==> src/hw/rtl/rwmc_pkg.sv <==
// rwmc_pkg: shared types, widths and codes of the random-walk maze carver
`default_nettype none

package rwmc_pkg;

    // fixed field widths
    localparam int unsigned DIM_W   = 7;   // grid size registers
    localparam int unsigned POS_W   = 7;   // internal walker row and column
    localparam int unsigned OUT_POS_W = 6; // walker row and column on the ports
    localparam int unsigned CELL_W  = 12;  // reported cell index
    localparam int unsigned COUNT_W = 13;  // unvisited count
    localparam int unsigned AREA_W  = 14;  // width times height
    localparam int unsigned PROD_W  = 16;  // row times width plus column
    localparam int unsigned EPOCH_W = 8;   // walk tag kept per cell

    localparam int unsigned DIM_VALS = 1 << DIM_W;
    localparam int unsigned DIM_MAX  = DIM_VALS - 1;
    localparam logic [EPOCH_W-1:0] EPOCH_LAST = '1;

    // defaults handed to the top level
    localparam int unsigned MAX_DIM_DEF   = 64;
    localparam int unsigned MAX_CELLS_DEF = 4096;
    localparam logic [DIM_W-1:0] GRID_RESET = 7'd16;

    typedef enum logic {
        OP_STEP    = 1'b0,
        OP_RESTART = 1'b1
    } opcode_t;

    typedef enum logic [1:0] {
        DIR_UP    = 2'd0,
        DIR_DOWN  = 2'd1,
        DIR_LEFT  = 2'd2,
        DIR_RIGHT = 2'd3
    } dir_t;

    typedef enum logic {
        REG_GRID_WIDTH  = 1'b0,
        REG_GRID_HEIGHT = 1'b1
    } reg_idx_t;

    typedef enum logic [1:0] {
        ST_CLEAR,
        ST_IDLE,
        ST_EVAL
    } state_t;

    // effective grid geometry
    typedef struct packed {
        logic [DIM_W-1:0]  width;
        logic [DIM_W-1:0]  height;
        logic [AREA_W-1:0] cells;
    } geom_t;

endpackage

`default_nettype wire

==> src/hw/rtl/rwmc_geom.sv <==
// rwmc_geom: grid size registers and the clamped grid geometry
`default_nettype none

module rwmc_geom #(
    parameter int unsigned MAX_DIM   = rwmc_pkg::MAX_DIM_DEF,
    parameter int unsigned MAX_CELLS = rwmc_pkg::MAX_CELLS_DEF
) (
    input  wire logic                       aclk,
    input  wire logic                       aresetn,
    input  wire logic                       cfg_valid,
    input  wire logic                       cfg_index,
    input  wire logic [rwmc_pkg::DIM_W-1:0] cfg_data,
    output rwmc_pkg::geom_t                 geom,
    output logic                            busy
);

    localparam int unsigned H_LIM =
        (MAX_DIM < rwmc_pkg::DIM_MAX) ? MAX_DIM : rwmc_pkg::DIM_MAX;
    localparam int unsigned W_LIM = (H_LIM < MAX_CELLS) ? H_LIM : MAX_CELLS;

    logic [rwmc_pkg::DIM_W-1:0] width_cfg_reg;
    logic [rwmc_pkg::DIM_W-1:0] height_cfg_reg;
    logic [rwmc_pkg::DIM_W-1:0] width_eff_reg;
    logic [rwmc_pkg::DIM_W-1:0] height_eff_reg;
    logic [rwmc_pkg::AREA_W-1:0] cells_reg;
    logic                       settle_reg;
    logic [rwmc_pkg::DIM_W-1:0] width_next;
    logic [rwmc_pkg::DIM_W-1:0] height_next;
    logic [rwmc_pkg::DIM_W-1:0] quot_tab [rwmc_pkg::DIM_VALS];

    // rows that fit for each width, clipped to the register range
    for (genvar Wi = 0; Wi < rwmc_pkg::DIM_VALS; Wi++) begin : g_quot
        localparam int unsigned QRAW  = MAX_CELLS / ((Wi == 0) ? 1 : Wi);
        localparam int unsigned QCLIP =
            (QRAW > rwmc_pkg::DIM_MAX) ? rwmc_pkg::DIM_MAX : QRAW;
        assign quot_tab[Wi] = rwmc_pkg::DIM_W'(QCLIP);
    end

    // register writes
    always_ff @(posedge aclk) begin
        if (!aresetn) begin
            width_cfg_reg  <= rwmc_pkg::GRID_RESET;
            height_cfg_reg <= rwmc_pkg::GRID_RESET;
        end else if (cfg_valid) begin
            unique case (rwmc_pkg::reg_idx_t'(cfg_index))
                rwmc_pkg::REG_GRID_WIDTH:  width_cfg_reg  <= cfg_data;
                rwmc_pkg::REG_GRID_HEIGHT: height_cfg_reg <= cfg_data;
            endcase
        end
    end

    // hold off items until a new size has reached the geometry registers
    always_ff @(posedge aclk) begin
        if (!aresetn) begin
            settle_reg <= 1'b0;
        end else begin
            settle_reg <= cfg_valid;
        end
    end

    assign busy = cfg_valid || settle_reg;

    // clamp width, then height against its limit and the cell budget
    always_comb begin
        if (width_cfg_reg == '0) begin
            width_next = rwmc_pkg::DIM_W'(1);
        end else if (width_cfg_reg > rwmc_pkg::DIM_W'(W_LIM)) begin
            width_next = rwmc_pkg::DIM_W'(W_LIM);
        end else begin
            width_next = width_cfg_reg;
        end
        if (height_cfg_reg == '0) begin
            height_next = rwmc_pkg::DIM_W'(1);
        end else if (height_cfg_reg > rwmc_pkg::DIM_W'(H_LIM)) begin
            height_next = rwmc_pkg::DIM_W'(H_LIM);
        end else begin
            height_next = height_cfg_reg;
        end
        if (height_next > quot_tab[width_next]) begin
            height_next = quot_tab[width_next];
        end
    end

    // geometry pipeline: clamped size, then area
    always_ff @(posedge aclk) begin
        width_eff_reg  <= width_next;
        height_eff_reg <= height_next;
        cells_reg      <= rwmc_pkg::AREA_W'(width_eff_reg) *
                          rwmc_pkg::AREA_W'(height_eff_reg);
    end

    assign geom.width  = width_eff_reg;
    assign geom.height = height_eff_reg;
    assign geom.cells  = cells_reg;

endmodule

`default_nettype wire

==> config.mk <==
export PLATFORM = sky130hd
export DESIGN_NAME = rwmc_geom
export DESIGN_NICKNAME = d
export VERILOG_FILES = /design/src/hw/rtl/rwmc_pkg.sv /design/src/hw/rtl/rwmc_geom.sv
export SDC_FILE = /design/constraint.sdc
export NUM_CORES = 1
export LEC_CHECK = 0
export BUFFER_PORTS_ARGS = -buffer_cell sky130_fd_sc_hd__buf_4
export CAP_MARGIN = 5
export CELL_PAD_IN_SITES_DETAIL_PLACEMENT = 0
export CELL_PAD_IN_SITES_GLOBAL_PLACEMENT = 1
export CORE_ASPECT_RATIO = 0.6
export CORE_MARGIN = 5
export CORE_UTILIZATION = 46
export CTS_CLUSTER_SIZE = 28
export DETAILED_ROUTE_END_ITERATION = 10
export PLACE_DENSITY_LB_ADDON = 0.1
export SYNTH_ARGS = -nofsm -noshare
export SYNTH_HDL_FRONTEND = slang
export SYNTH_SLANG_ARGS = --single-unit
==> constraint.sdc <==
create_clock -name aclk -period 4.7 [get_ports aclk]
set_input_delay 0.235 -clock aclk [delete_from_list [all_inputs] [get_ports aclk]]
set_output_delay 0.235 -clock aclk [all_outputs]
set_load 0.01 [all_outputs]
Word-level counts from Yosys, hierarchy flattened
Memory sizes are Yosys's and may differ from the RTL's.
Index checks and enable logic that the tools add are counted.

word-level totals
  output and inout bits = 29
  logic and storage cells = 26
  memories = 1
  input port bits = 11
  bits in read-only memories = 896
  register bits = 43

cells by class
  reduce and logical (&&, ||, !) cells = 5
  magnitude comparators = 4
  multiplexer cells = 7
  bitwise logic cells = 2
  multipliers = 1

memories
  memory            words  width  read ports  clocked after Yosys merged registers in  write ports  RTL line         source
  (name not given)  128    7      1           0                                        0            rwmc_geom.sv:80  height_next = quot_tab[width_next];

operators by type and width
  cell                  number
  $mux W7               7
  $gt A7 B7 Y1 const B  2
  $logic_not A7 Y1      2
  $mul A7 B7 Y14        1
  $ge A8 B8 Y1 const B  1
  $not A7 Y8            1
  $gt A7 B7 Y1          1
  $reduce_and A2 Y1     2
  $logic_or A1 B1 Y1    1
  $not A1 Y1            1

Longest topological paths before layout
  depth after elaboration = 9
  gate-level depth with buffers = 16
  mapped depth without buffers = 15

Worst setup path before layout
Ideal clock, no wire load.

  path type = flip-flop to flip-flop
  from = register height_eff_reg[6] in the netlist's numbering
  to = register cells_reg[12] in the netlist's numbering
  slack = 0.726 ns
  data arrival time = 3.840 ns
  library setup time = 0.135 ns
  cell stages (with the launch flop) = 15
  buffers on the path = 0
  data required time = 4.565 ns
  period minus slack after synthesis = 3.974 ns
  cells stage by stage = dfxtp_1 > nand2_1 > fa_1 > fa_1 > inv_1 > fa_1 > inv_1 > fa_1 > inv_1 > ha_1 > o21ai_0 > o21ai_1 > a31oi_1 > mux2i_1 > o2111ai_1

on the way
  cells in the longest elaborated chain, start to end = 1

ends and longest elaborated chain
  what                    RTL line         source
  from (decl)             rwmc_geom.sv:24  logic [rwmc_pkg::DIM_W-1:0] height_eff_reg;
  from (signal assigned)  rwmc_geom.sv:87  height_eff_reg <= height_next;
  $mul A7 B7 Y14          rwmc_geom.sv:88  cells_reg <= rwmc_pkg::AREA_W'(width_eff_reg) *
  to (signal assigned)    rwmc_geom.sv:88
  to (decl)               rwmc_geom.sv:25  logic [rwmc_pkg::AREA_W-1:0] cells_reg;

Every way passes these cells.
A chain may end at the register's enable or synchronous reset.

Worst setup path in the final report
Same ends and word-level chain as after synthesis.

==> out/results.tsv <==
stage	metric	value	unit
critical_path	critical_path.max_fanout	8	
critical_path	r2r_slack	0.29	ns
layout	final_common_cell	ha_1	
clock_tree	clk_pin_slew_worst_paths	0.07	ns
die	fp.dieW	123	um
critical_path	reg2reg_from	height_eff_reg[6]	
critical_path	crit_type	register to register	
critical_path	path_cells	nand2_1 -> fa_1 -> fa_1 -> inv_1 -> fa_1 -> inv_1 -> fa_1 -> inv_1 -> ha_1 -> o21ai_0 -> o21ai_1 -> a31oi_1 -> mux2i_1 -> o2111ai_1	
synth	yosys_warnings	0	
clock_tree	ctsLongestPathBuffers	2	
layout	drive_above_1_share	14.1	%
routing	firstDrtPassIters	4	
status	status	completed	
clock_tree	ctsHoldBuffers	0	
layout	nets	499	
sta	fin_crit_sh	93.9	%
sta	fmax	227	MHz
global_routing	antenna_found_initial	0	
min_path	hold_class	input port to register	
synth	yosysSeqAreaShare	24.2	%
sta	hold_viol	0	
synth	synth_top_area_share	24.2	%
critical_path	critical_path_arrival	4.58	ns
sta	worstMarginPinSlew	0.595	ns
routing	drt_iter0_drc	153	
die	coreArea	7390	sq um
critical_path	required	4.86	ns
global_routing	grt_pass1_wl	13.6	mm
clock_tree	postCtsResizedCells	0	
power_and_ir_drop	leakagePower	2.07	nW
power_and_ir_drop	seqPwrFrac	42.7	%
critical_path	r2r-end	cells_reg[12]	
power_and_ir_drop	combPwrFrac	22.5	%
die	dieArea	9630	sq um
global_routing	globalRouteTotalUtil	17.9	%
placement	gp_congestion	0.799	
critical_path	cp_common_cell	fa_1	
critical_path	critical_path.slowest_cell	fa_1	
power_and_ir_drop	p_int	0.696	mW
die	initial_utilization	48.1	%
power_and_ir_drop	p_per_area	244	nW/um^2
layout	fillers	716	
min_path	whs_path_depth	3	
critical_path	critPathMaxStageDelay	0.57	ns
sta	hold_ws	0.183	ns
global_routing	grt_max_degree	20	
power_and_ir_drop	power.share.clock	34.7	%
min_path	whs_endpoint	width_cfg_reg[4]	
synth	syn-num-nets	463	
power_and_ir_drop	p_sw_share	29.8	%
sta	setup_viol	0	
critical_path	reg2reg_depth	14	
layout	utilization	55.0	%
clock_tree	cts_buffers	5	
global_routing	gr-total-overflow	0	
clock_tree	ctsHtreeMaxLevel	2	
clock_tree	cts.sinks	43	
synth	avgSynthCellArea	9.30	sq um
routing	vias	2683	
synth	ys_ff_latch	43	
layout	largest_reg_flops	14	
critical_path	crit_path_start_kind	register	
die	row_count	24	
routing	finalWirelength	8.05	mm
sta	finClkSkew	0.00971	ns
synth	async_reset_ff_share	0	%
layout	syn2layout_area_growth	14.4	%
synth	syn-instance-count	382	
routing	vias_per_cell	5.13	
synth	synth-main-ff-cell	dfxtp_1	
die	ios	40	
routing	drc_errors	0	
sta	tns	0	ns
critical_path	critPathCaptureType	register	
layout	finalNonFillerCells	523	
routing	avgRoutedWirePerCell	15.4	um
synth	synth_area_leaders	dfxtp_1, ha_1, fa_1	
routing	drt.antenna.violating_nets	0	
power_and_ir_drop	net-switching-power	0.295	mW
sta	rsz0062_at_grt	no	
layout	n_antenna_cell	0	
synth	yosysUniqueCellTypes	56	
flow_run	maxCapViolations	0	
sta	period_needed	4.41	ns
sta	maxSlewHeadroom	60.3	%
clock_tree	postCtsSetupRepairBufs	0	
synth	yosysTopAreaCell	dfxtp_1	
placement	numPlacedInstances	515	
placement	hpwl	6.46	mm
power_and_ir_drop	peakVddDrop	0.164	mV
synth	synth-edff-count	0	
global_routing	grt_pass1_vias	2666	
clock_tree	cts_tree	built	
placement	io_buffers	39	
die	fp.dieH	78.1	um
layout	mostFrequentLayoutCells	ha_1, dfxtp_1, and2_1, buf_4, inv_1	
sta	final_max_slew_viol_count	0	
clock_tree	clkLatencyLatePin	0.28	ns
min_path	hold_path.startpoint	cfg_data[4]	
clock_tree	cts_root_buf	clkbuf_16	
synth	syn_area	3550	sq um
[logic make-up (layout without fill, tap and decap cells)]
family	count (synthesis)	count (layout)	synth area share, %
and+or+nand+nor	135	135	20.8
adders and majority gates	70	70	29.7
AOI/OAI and AO/OA	60	60	12.1
buffers and inverters	47	84	5.39
DFF	43	43	24.2
muxes	17	17	5.36
xor gates and xnor gates	10	10	2.47
[worst max-delay path: cells and delay by family, from the launching register on]
kind	cells	cell delay (ns)
adder cells (fa/ha/maj)	5	2.53
buffers and inverters	3	0.16
AO/OA/AOI/OAI	4	0.75
AND/OR/NAND/NOR	1	0.13
multiplexers	1	0.25
flip-flops	1	0.47
[power by group through the flow]
| stage | registers [mW] | clock network [mW] | logic, mW |
|---|---|---|---|
| floorplan | 0.428 | 0 | 0.142 |
| global placement | 0.429 | 0 | 0.224 |
| detailed placement | 0.431 | 0 | 0.224 |
| CTS | 0.423 | 0.349 | 0.227 |
| global route | 0.428 | 0.373 | 0.255 |
| finish | 0.424 | 0.344 | 0.223 |
[stage by stage]
step / worst slack [ns] / instance area (sq um) / power (mW)
detailed placement: 0.311 / 3930 / 0.655
global placement: 0.495 / 3930 / 0.653
floorplan: 0.726 / 3550 / 0.570
finish: 0.285 / 4060 / 0.991
CTS: 0.303 / 4060 / 0.999
global route: 0.0914 / 4060 / 1.06
[layer usage]
layer	vias up	global-route usage, %	share of wire, %
met2	48	23.8	37
met4	0	1.33	0.27
met3	2	5.75	5.3
met5	-	0	0
met1	1280	28.9	58
li1	1353	-	-
[worst max-delay path by stage]
stage / slack (ns) / end / startpoint
global placement: 0.49 / cells_reg[12] / height_eff_reg[6]
finish: 0.29 / cells_reg[12] / height_eff_reg[6]
floorplan: 0.73 / cells_reg[12] / height_eff_reg[6]
global route: 0.09 / cells_reg[12] / height_eff_reg[6]
detailed placement: 0.31 / cells_reg[12] / height_eff_reg[6]
CTS: 0.30 / cells_reg[12] / height_eff_reg[6]
[synthesized netlist by cell type, types with 8 or more instances]
cell     instances
ha_1            46
dfxtp_1         43
and2_1          40
inv_1           35
nand2_1         28
fa_1            24
nor2_1          15
mux2i_1         13
nand3_1         13
a21oi_1         11
nor2b_1         11
o21ai_0          9
xnor2_1          8
[layout make-up]
type | instances | area (sq um) | area share, %
Multi-Input combinational cell | 292 | 2500 | 61.5
Sequential cell | 43 | 861 | 21.2
Timing Repair Buffer | 40 | 300 | 7.39
Inverter | 36 | 135 | 3.33
Clock buffer | 7 | 133 | 3.26
Tap cell | 104 | 130 | 3.20
Clock inverter | 1 | 5.00 | 0.123
No activity file was read; power rests on OpenSTA's default activity.
