**config.mk**
```make
export PLATFORM = sky130hd
export DESIGN_NAME = rwmc_ram
export DESIGN_NICKNAME = d
export VERILOG_FILES = /design/src/hw/rtl/rwmc_ram.sv
export SDC_FILE = /design/constraint.sdc
export NUM_CORES = 1
export LEC_CHECK = 0
export BUFFER_PORTS_ARGS = -buffer_cell sky130_fd_sc_hd__buf_4
export CAP_MARGIN = 20
export CORE_ASPECT_RATIO = 1.4
export CORE_MARGIN = 1
export CORE_UTILIZATION = 45
export CTS_CLUSTER_DIAMETER = 50
export DETAILED_ROUTE_END_ITERATION = 8
export PLACE_DENSITY_LB_ADDON = 0.3
export REMOVE_ABC_BUFFERS = 1
export SLEW_MARGIN = 20
export SYNTH_ARGS = -nofsm -noshare
export SYNTH_HDL_FRONTEND = slang
export SYNTH_SLANG_ARGS = --single-unit
```
**constraint.sdc**
```tcl
create_clock -name aclk -period 2.23 [get_ports aclk]
set_input_delay 0.3345 -clock aclk [delete_from_list [all_inputs] [get_ports aclk]]
set_output_delay 0.3345 -clock aclk [all_outputs]
set_load 0.05 [all_outputs]
```
**src/hw/rtl/rwmc_ram.sv**
```systemverilog
// rwmc_ram: generic simple dual-port ram with registered read
`default_nettype none

module rwmc_ram #(
    parameter int unsigned WIDTH = 8,
    parameter int unsigned DEPTH = 16,
    localparam int unsigned AW = (DEPTH > 1) ? $clog2(DEPTH) : 1
) (
    input  wire logic             aclk,
    input  wire logic             we,
    input  wire logic [AW-1:0]    waddr,
    input  wire logic [WIDTH-1:0] wdata,
    input  wire logic [AW-1:0]    raddr,
    output logic      [WIDTH-1:0] rdata
);

    logic [WIDTH-1:0] mem [DEPTH];

    // write port and registered read port
    always_ff @(posedge aclk) begin
        if (we) begin
            mem[waddr] <= wdata;
        end
        rdata <= mem[raddr];
    end

endmodule

`default_nettype wire

```
# Yosys cells after proc, flatten, opt, wreduce, memory -nomap -nowiden

Memories as Yosys holds them, arrays and structs flattened. A register that Yosys moved wholly into a read port is not among the register bits.
Cells that the tools add are included.

Memories: 1
Memory bits (writable): 128
Register bits: 0
Output and inout bits: 8

Memory list:

| name | words | width | rd ports | clocked after Yosys merged registers in | write ports | RTL line | RTL |
|---|---|---|---|---|---|---|---|
| mem  | 16    | 8     | 1        | 1                                       | 1           | 17       | `logic [WIDTH-1:0] mem [DEPTH];` |

Mux-type cells: 2

Operators by type and width:

| kind   | count |
|---|---|
| $mux 1 | 2 |

# Longest topological paths before layout

Gate-level depths: netlist of the first run.

Depth after elaboration: 2
Gate-level depth with buffers: 5
Mapped depth without buffers: 3

# Worst setup path before layout of the first run

No wires, ideal clock.

Path kind: input port to flip-flop
From: in waddr[2]
To: mem mem[0][0] (enable)
Path slack: 403 ps
Cell stages on the path: 2
Path buffers: 0
Setup time: 383 ps
Arrival: 1,444 ps
Cells stage by stage: or3b_2 nor3_1

RTL lines:

| what        | RTL line | RTL |
|---|---|---|
| from (decl) | 11       | `input wire logic [AW-1:0] waddr,` |
| to (decl)   | 17       |  |

Straight into the memory's write port.

==> results list, run 1 <==
- Result of the run: completed
- After detailed routing, the average wire length per cell comes to roughly 21 um.
- In this run the most used layer during global routing was met2.
* Sinks on the clock net: ~140
- Final global-route overflow total: 0
* Final ANT Viol Nets: 0
* Worst IR Drop VDD: just over 0.0006 V
- The library cell used most frequently in the layout, excluding fill and tap cells, is edfxtp_1.
- Net Switching: 1.26 mW
* Cell row count: 45
* Via count: about 2400
- During synthesis, Yosys emitted a total of 0 warnings.
- Walking the worst path, the cells encountered are mux4_1 > a22oi_1 > nand2_1.
- Clock H-tree levels: 4
- Global routing met2 resource utilization: 0.307
* Finished Layout Cells: about 440
- In this run, placement finished with an instance count of slightly above 400.
- The path class of the tightest hold or removal check is primary input to flop.
- Relative contribution of the clock network to total power: 0.456
- The number of failing hold endpoints at the final stage is 0.
* Number of distinct standard cells referenced by the synthesized netlist: 19
- After routing, the total negative slack on setup checks comes to 0 ns.
- Worst Clk Skew: 0.00856 ns
- Fraction of power consumed by combinational cells: 0.057
- Post-CTS Hold Fix Bufs: 0
- Buffers placed on the I/O ports in this run total 25.
* Stage delay of the slowest cell on the critical path: between 0.5 and 0.6 ns
* Area of the core: roughly 0.011 mm2
- At the worst endpoint, the arrival time is around 1.7 ns.
- Fraction of layout instances using a drive strength above 1: 0.329
- Of all cell types, the one taking the most synthesized area is edfxtp_1.
- Design internal power: about 4.6 mW
* Pin count of the biggest net entering global routing: 33
- Setup ws final: approximately 0.85 ns
* Area grow syn2layout: 20.1%
- The first routing iteration left 190 violations.
* Cell area after technology mapping: about 0.0051 mm2
- Leakage power total: approximately 2.1 nW
- Of the total power, the share spent switching nets is 0.214.
- M3 GR Usage: 0.0538
- STA classifies the critical path startpoint as a flop.
- Clock-pin slew was measured on the worst setup and hold paths at about 0.060 ns.
- The initial utilization of the core area, before any placement, comes to 0.469.
* Sequential Power Share: 0.488
- The worst setup path is captured at a flop.
* Final Setup Violations: 0
* Most frequent cells in the layout: 128 x edfxtp_1, 46 x buf_4, 18 x mux4_2, 17 x clkbuf_16, 16 x a22oi_1
* Synthesized area per cell: around 22 um2
- Placed wire-length estimate: slightly below 6000 um
- 26 I/O pins were placed.
* Worst-path maximum fanout: 1
* Portion of synthesized cell area occupied by the leading cell type: 0.747
- The routed design has around 9400 um of wire.
- Fill cell instance count of the final layout: 814
- # diodes: 0
* Final instance area: roughly 0.0062 mm2
- Routability-driven placement finished with a final weighted congestion of roughly 0.73.
- Die X-Extent: 92.4 um
* Worst-case setup slack after placement: 0.464 ns
* Mapped Cells: 229
- Data on the critical path is required at its endpoint by 2.53 ns.
* Post-detailed-route DRC marker count: 0
* Fin. max-slew vios: 0
- FF+latch count, synth: 136
* Total of cells resized after clock tree synthesis: 0
- Relative max-transition margin: 0.704
* Worst path top cell family by delay: multiplexers
- In the global route stage, met1 resource usage came out at 0.209.
* Net count of the finished layout: ~300
- Slew at the pin closest to its max-slew limit: between 0.4 and 0.5 ns
- Static timing analysis puts the maximum clock frequency at 723 MHz.
* Placed Instance Area: ~0.0056 mm2
- Dividing the detail-routed via count by the number of cells gives 5.54.
* Root cell of the clock tree: clkbuf_16
- Areal power density over the cells: approximately 950 mW/mm2
- Post-CTS timing repair inserted 0 buffers for setup.
- The share of the Yosys chip area taken by registers is 0.778.
* GRT Resource Usage Total: 0.183
* Number of global-route vias before repair: 2616
- Counting both buffers and inverters, the worst setup path holds a total of 0.
* Cts bufs inserted: 17
- Summing all multi-input logic gate instances after layout gives between 0.001 and 0.0015 mm2.
- Among all stages on the critical path, the largest delay is contributed by mux4_1.
* Max Root-Sink Buffers: 2
- The first detailed-routing pass took 4 iterations.
* Number of max-cap violations: 0
* RSZ-0062 raised after global routing: false
* Clock insertion delay at the later pin of the skew report: around 0.42 ns
* TritonCTS clock tree: done
* Storage element area: ~0.0040 mm2
- Dividing the final minimum period by the clock period gives 0.620.
- Ranked by total cell area, the synthesized netlist is headed by edfxtp_1 75%, mux4_2 7.9%, mux4_1 7.1%.
- The worst setup path is of the flop to flop kind.
* Final critical delay including setup and external delays: between 1 and 1.5 ns
- Antenna violations before repair: 0
- Floorplan die area: roughly 0.012 mm2
* Wire length of the first global-routing pass: 14800 um
* Chip height: 129 um
## registers in the layout, summed over array words and instances, names as in the netlist
name,flops
mem,128
rdata,8
## worst reg2reg max path, delay by kind of cell, from the launching register on
family,cells,cell delay [ns]
flip-flops,1,0.37
AND/OR/NAND/NOR,1,0.09
multiplexers,1,0.51
AO/OA/AOI/OAI,1,0.29
## cells by family (layout without fill, tap and decap cells)
family	Yosys count	count (layout)	share of synthesized area
DFF	136	136	0.778
and+or+nand+nor	35	35	0.0318
muxes	32	32	0.150
AOI/OAI and AO/OA	16	16	0.0233
buffers and inverters	10	79	0.0168
## metrics by stage
stage / power, mW / hold slack [ns] / util
after detailed placement: 3.27 / 0.645 / 0.510
after floorplan: 3.10 / 0.433 / -
after global routing: 6.07 / 0.222 / 0.563
after CTS: 5.95 / 0.208 / 0.563
after global placement: 3.26 / 0.632 / 0.510
final: 5.89 / 0.223 / 0.563
## area by class of cell
type,instances,share of cell area
multi-input combinational,83,0.171
tap,141,0.0285
clock buffer,17,0.0688
sequential,136,0.648
timing repair buffer,47,0.0591
clock inverter,15,0.0249
## power groups by stage
stage                     Clock (mW)  Sequential, mW  Combinational [mW]
after CTS                       2.74            2.88               0.340
after floorplan                    0            2.98               0.115
after global routing            2.83            2.88               0.360
after detailed placement           0            2.93               0.339
after global placement             0            2.93               0.332
final                           2.68            2.87               0.335
## synthesized netlist by cell type
library cell and instances:
nand2_1 9, and2b_1 1, buf_2 3, or3b_2 1, nor3_1 4, mux4_1 14
mux4_2 18, nor2_1 13, nand3b_1 2, a22oi_1 16, buf_4 1, buf_6 3
nand2b_1 2, nor2b_1 1, clkdlybuf4s25_2 3, nand3_1 1, and2_1 1, edfxtp_1 128
dfxtp_1 8
## final timing paths
path | startpoint | end | slack (ns) | cells after the start
worst max register to register | mem[2][3] | rdata[3] | 0.85 | 3
worst min register to register | mem[15][1] | rdata[1] | 0.67 | 3
worst min-delay path | wdata[2] | mem[9][2] | 0.22 | 1
worst max-delay path | mem[2][3] | rdata[3] | 0.85 | 3
## layer usage
layer	routed length (um)	part of all wire
met5	0	0
met4	247	0.026
met3	550	0.059
met2	4980	0.53
met1	3590	0.38
Power figures use the tool's default switching activity.
==> run 2, diff against run 1 <==
--- a/config.mk
+++ b/config.mk
@@ -5,6 +5,7 @@
 export SDC_FILE = /design/constraint.sdc
 export NUM_CORES = 1
 export LEC_CHECK = 0
+export ABC_AREA = 1
 export BUFFER_PORTS_ARGS = -buffer_cell sky130_fd_sc_hd__buf_4
 export CAP_MARGIN = 20
 export CORE_ASPECT_RATIO = 1.4
==> constraint.sdc (replaced) <==
create_clock -name aclk -period 1.3 [get_ports aclk]
set_input_delay 0.195 -clock aclk [delete_from_list [all_inputs] [get_ports aclk]]
set_output_delay 0.195 -clock aclk [all_outputs]
set_load 0.05 [all_outputs]
==> results list, run 2 <==
- Clock Pin Slew Worst Setup and Hold Paths: 0.05 ns (about the same)
* Proportion of synthesized flip-flops having asynchronous set or reset: 0 (unchanged)
- The final standard cell utilization of the core was 0.548 (-0.0153).
* Hold Crit Class: primary input to flop
- The peak supply drop came to 0.000949 V (+54%).
* FF+latch count, synth: 136 (unchanged)
* Wire length of the first global-routing pass: 20300 um (+37%)
* Area grow syn2layout: 18.1%
- The number of placed I/O pins came to 26 (unchanged).
- Number of max-cap violations: 0 (unchanged)
* Portion of synthesized cell area occupied by the leading cell type: 0.667 (-0.0802)
- Total count of hold-check failures in the final report: 0 (unchanged)
* Most frequent cells after synthesis: 173 x nand2_1, 128 x edfxtp_1, 100 x inv_1
- The vertical die dimension is 136 um (+5.8%).
* Final Routed Wirelength: 12900 um (+38%)
* Synth area leader: edfxtp_1
- The library cell used most frequently in the layout, excluding fill and tap cells, is nand2_1.
* GRT Resource Usage Total: 0.213 (+0.0301)
* Fmax: between 800 and 900 MHz
* Post-detailed-route DRC marker count: 2 (+2)
- Post-DR wirelength/cell: 17.0 um (-20%)
- Result of the run: finished, violations left
* Pin count of the biggest net entering global routing: 65 (+97%)
* Fraction of layout instances using a drive strength above 1: 0.130 (-0.199)
- The fraction of met3 tracks used by global routing is 0.0494 (-0.00443).
* Design internal power: 8.12 mW (+75%)
* Worst endpoint required time: 1.11 ns (-1.42 ns)
- The final worst setup slack is 0.105 ns (-0.743 ns).
* Initial cell density of the core: 0.464 (-0.00496)
- The post-detailed-route count of antenna-violating nets is 0 (unchanged).
- Placed Cells incl. Taps: 727 (+79%)
* Final critical-path share of the clock period: 0.920
- Count of flip-flops with a built-in enable after synthesis: 128 (unchanged)
* Net count of the finished layout: 614 (+100%)
- The slew at the pin with the worst max-slew slack came to 0.287 ns (-0.157 ns).
* RSZ-0062 raised after global routing: false
* Startpoint type of the worst setup path: flop
- The global-route met1 utilization is 0.244 (+0.0354).
- The number of buffers on the longest clock path is 2 (unchanged).
- Among all flip-flop cells after synthesis, the most frequent one is edfxtp_1.
- Dominant cell by count in the synthesized netlist: nand2_1
* Summed negative setup slack over all endpoints: 0 ns (unchanged)
- Global routing met2 resource utilization: 0.364 (+0.0573)
* Final global-route overflow total: 0 (unchanged)
- Leaving out fill and tap cells, the most frequent cells in the layout are 173 x nand2_1, 128 x edfxtp_1, 100 x inv_1, 97 x nand3_1, 45 x buf_4.
- The global routing stage identified its most utilized layer as met2.
- The via count was 3857 (+59%).
* Post-CTS Setup Repair Bufs: 0 (unchanged)
* Worst path top cell family by delay: flip-flops
- The register with the most flip-flops in the final layout is mem.
- The placeable core region came to 0.0124 mm2 (+13%).
- The number of pins with negative max-slew slack in the final report was 0 (unchanged).
- Relative contribution of the clock network to total power: 0.452 (-0.004)
- The total power per unit cell area was 1530 mW/mm2 (+60%).
- Post-CTS Hold Fix Bufs: 0 (unchanged)
- The worst clock skew was 0.00539 ns (-0.00318 ns).
- Mapped Cells: 551 (+140%)
* Critical path's slowest cell: dfxtp_1
- The worst setup path is captured at an output port.
- Floorplan die area: 0.0133 mm2 (+12%)
* Sequential cell area fraction in the yosys report: 0.694 (-0.0835)
* Arrival time of the worst setup path: 1.00 ns (-0.69 ns)
* Net Switching: 2.27 mW (+80%)
- Die X-Extent: 97.7 um (+5.7%)
* Cts bufs inserted: 17 (unchanged)
- The count of antenna diodes in the layout came to 0 (unchanged).
* Total buffers and inverters traversed by the critical path: 1 (+1)
- Sinks on the clock net: 136 (unchanged)
* Root cell of the clock tree: clkbuf_16
- The post-layout instance count excluding filler cells was 759 (+73%).
- Largest register FFs: 128 (unchanged)
- Number of global-route vias before repair: 3720 (+42%)
- The count of standard-cell rows came to 48 (+6.7%).
- Ranked by total cell area, the synthesized netlist is headed by edfxtp_1 67%, nand2_1 11%, nand3_1 8.4%.
* Vias per inst: 5.08 (-8.3%)
- The count of endpoints failing setup in the final report is 0 (unchanged).
* Switching share of total power: 0.219 (+0.00501)
- The final reports fail on design-rule violations.
- Worst-case setup slack after placement: 0.000585 ns (-0.463 ns)
- The H-tree depth was 4 (unchanged).
- Sequential Power Share: 0.475 (-0.013)
- Antenna violations before repair: 0 (unchanged)
- By startpoint and endpoint, the worst setup path is classified as flop to output port.
- TritonRoute pass-1 iters: 7 (+3)
- Stage delay of the slowest cell on the critical path: 0.36 ns (-0.15 ns)
- Traced cell by cell, the critical path runs through buf_4.
* TritonCTS clock tree: done
- The source-to-sink clock delay at the later pin of the worst-skew pair came to 0.42 ns (about the same).
- Worst-path maximum fanout: 1 (unchanged)
* Input/output buffers: 25 (unchanged)
- Placed wire-length estimate: 8160 um (+37%)
* Iter 0 DRT Violations: 347 (+83%)
- The synthesized area per cell is 10.5 um2 (-53%).
* Number of distinct standard cells referenced by the synthesized netlist: 12 (-7)
* Total of cells resized after clock tree synthesis: 0 (unchanged)
* Relative max-transition margin: 0.809 (+0.105)
- Biggest regs: mem: 128 flops, rdata: 8 flops
* Cell area after technology mapping: 0.00577 mm2 (+12%)
- Final critical delay including setup and external delays: approximately 1.2 ns
* Fraction of power consumed by combinational cells: 0.072 (+0.015)
- Yosys warning total: 0 (unchanged)
- The last weighted congestion value of the routability-driven placer came to 0.806 (+11%).
* Leakage power total: 2.97 nW (+40%)
-- run 2: final timing paths --
check / end / slack, ns / startpoint / cells after the start
worst max-delay path: rdata[3] / 0.10 / rdata[3] / 1
worst min-delay path: mem[7][3] / 0.10 / wdata[3] / 1
worst max register to register: rdata[1] / 0.24 / mem[14][1] / 6
worst min register to register: rdata[5] / 0.66 / mem[2][5] / 6
-- run 2: final cells by class --
class	count	area, um2
inverter	102	383
multi-input combinational	289	1210
tap	150	188
clock inverter	14	155
clock buffer	18	429
fill	1053	5620
timing repair buffer	50	438
sequential	136	4000
-- run 2: power groups by stage --
stage | registers, mW | logic, mW | clock network (mW)
3_3_place_gp | 5.03 | 0.741 | 0
2_1_floorplan | 5.12 | 0.265 | 0
3_5_place_dp | 5.03 | 0.751 | 0
4_1_cts | 4.94 | 0.756 | 4.76
6_report | 4.94 | 0.750 | 4.70
5_1_grt | 4.95 | 0.820 | 4.95
-- run 2: logic make-up (layout without fill, tap and decap cells) --
group | Yosys count | count (layout) | synth area share
flops | 136 | 136 | 0.694
simple gates | 289 | 289 | 0.210
buf+inv | 126 | 184 | 0.0952
-- run 2: stage by stage --
stage	area [um2]	total power, mW	hold slack (ns)
2_1_floorplan	5600	5.38	0.294
3_3_place_gp	6230	5.77	0.531
3_5_place_dp	6230	5.78	0.536
4_1_cts	6810	10.5	0.0961
5_1_grt	6810	10.7	0.112
6_report	6810	10.4	0.104
-- run 2: layer usage --
metal	up-vias	wire length [um]
met1	1831	5100
met3	31	682
li1	1865	-
met5	-	0
met4	0	551
met2	130	6570
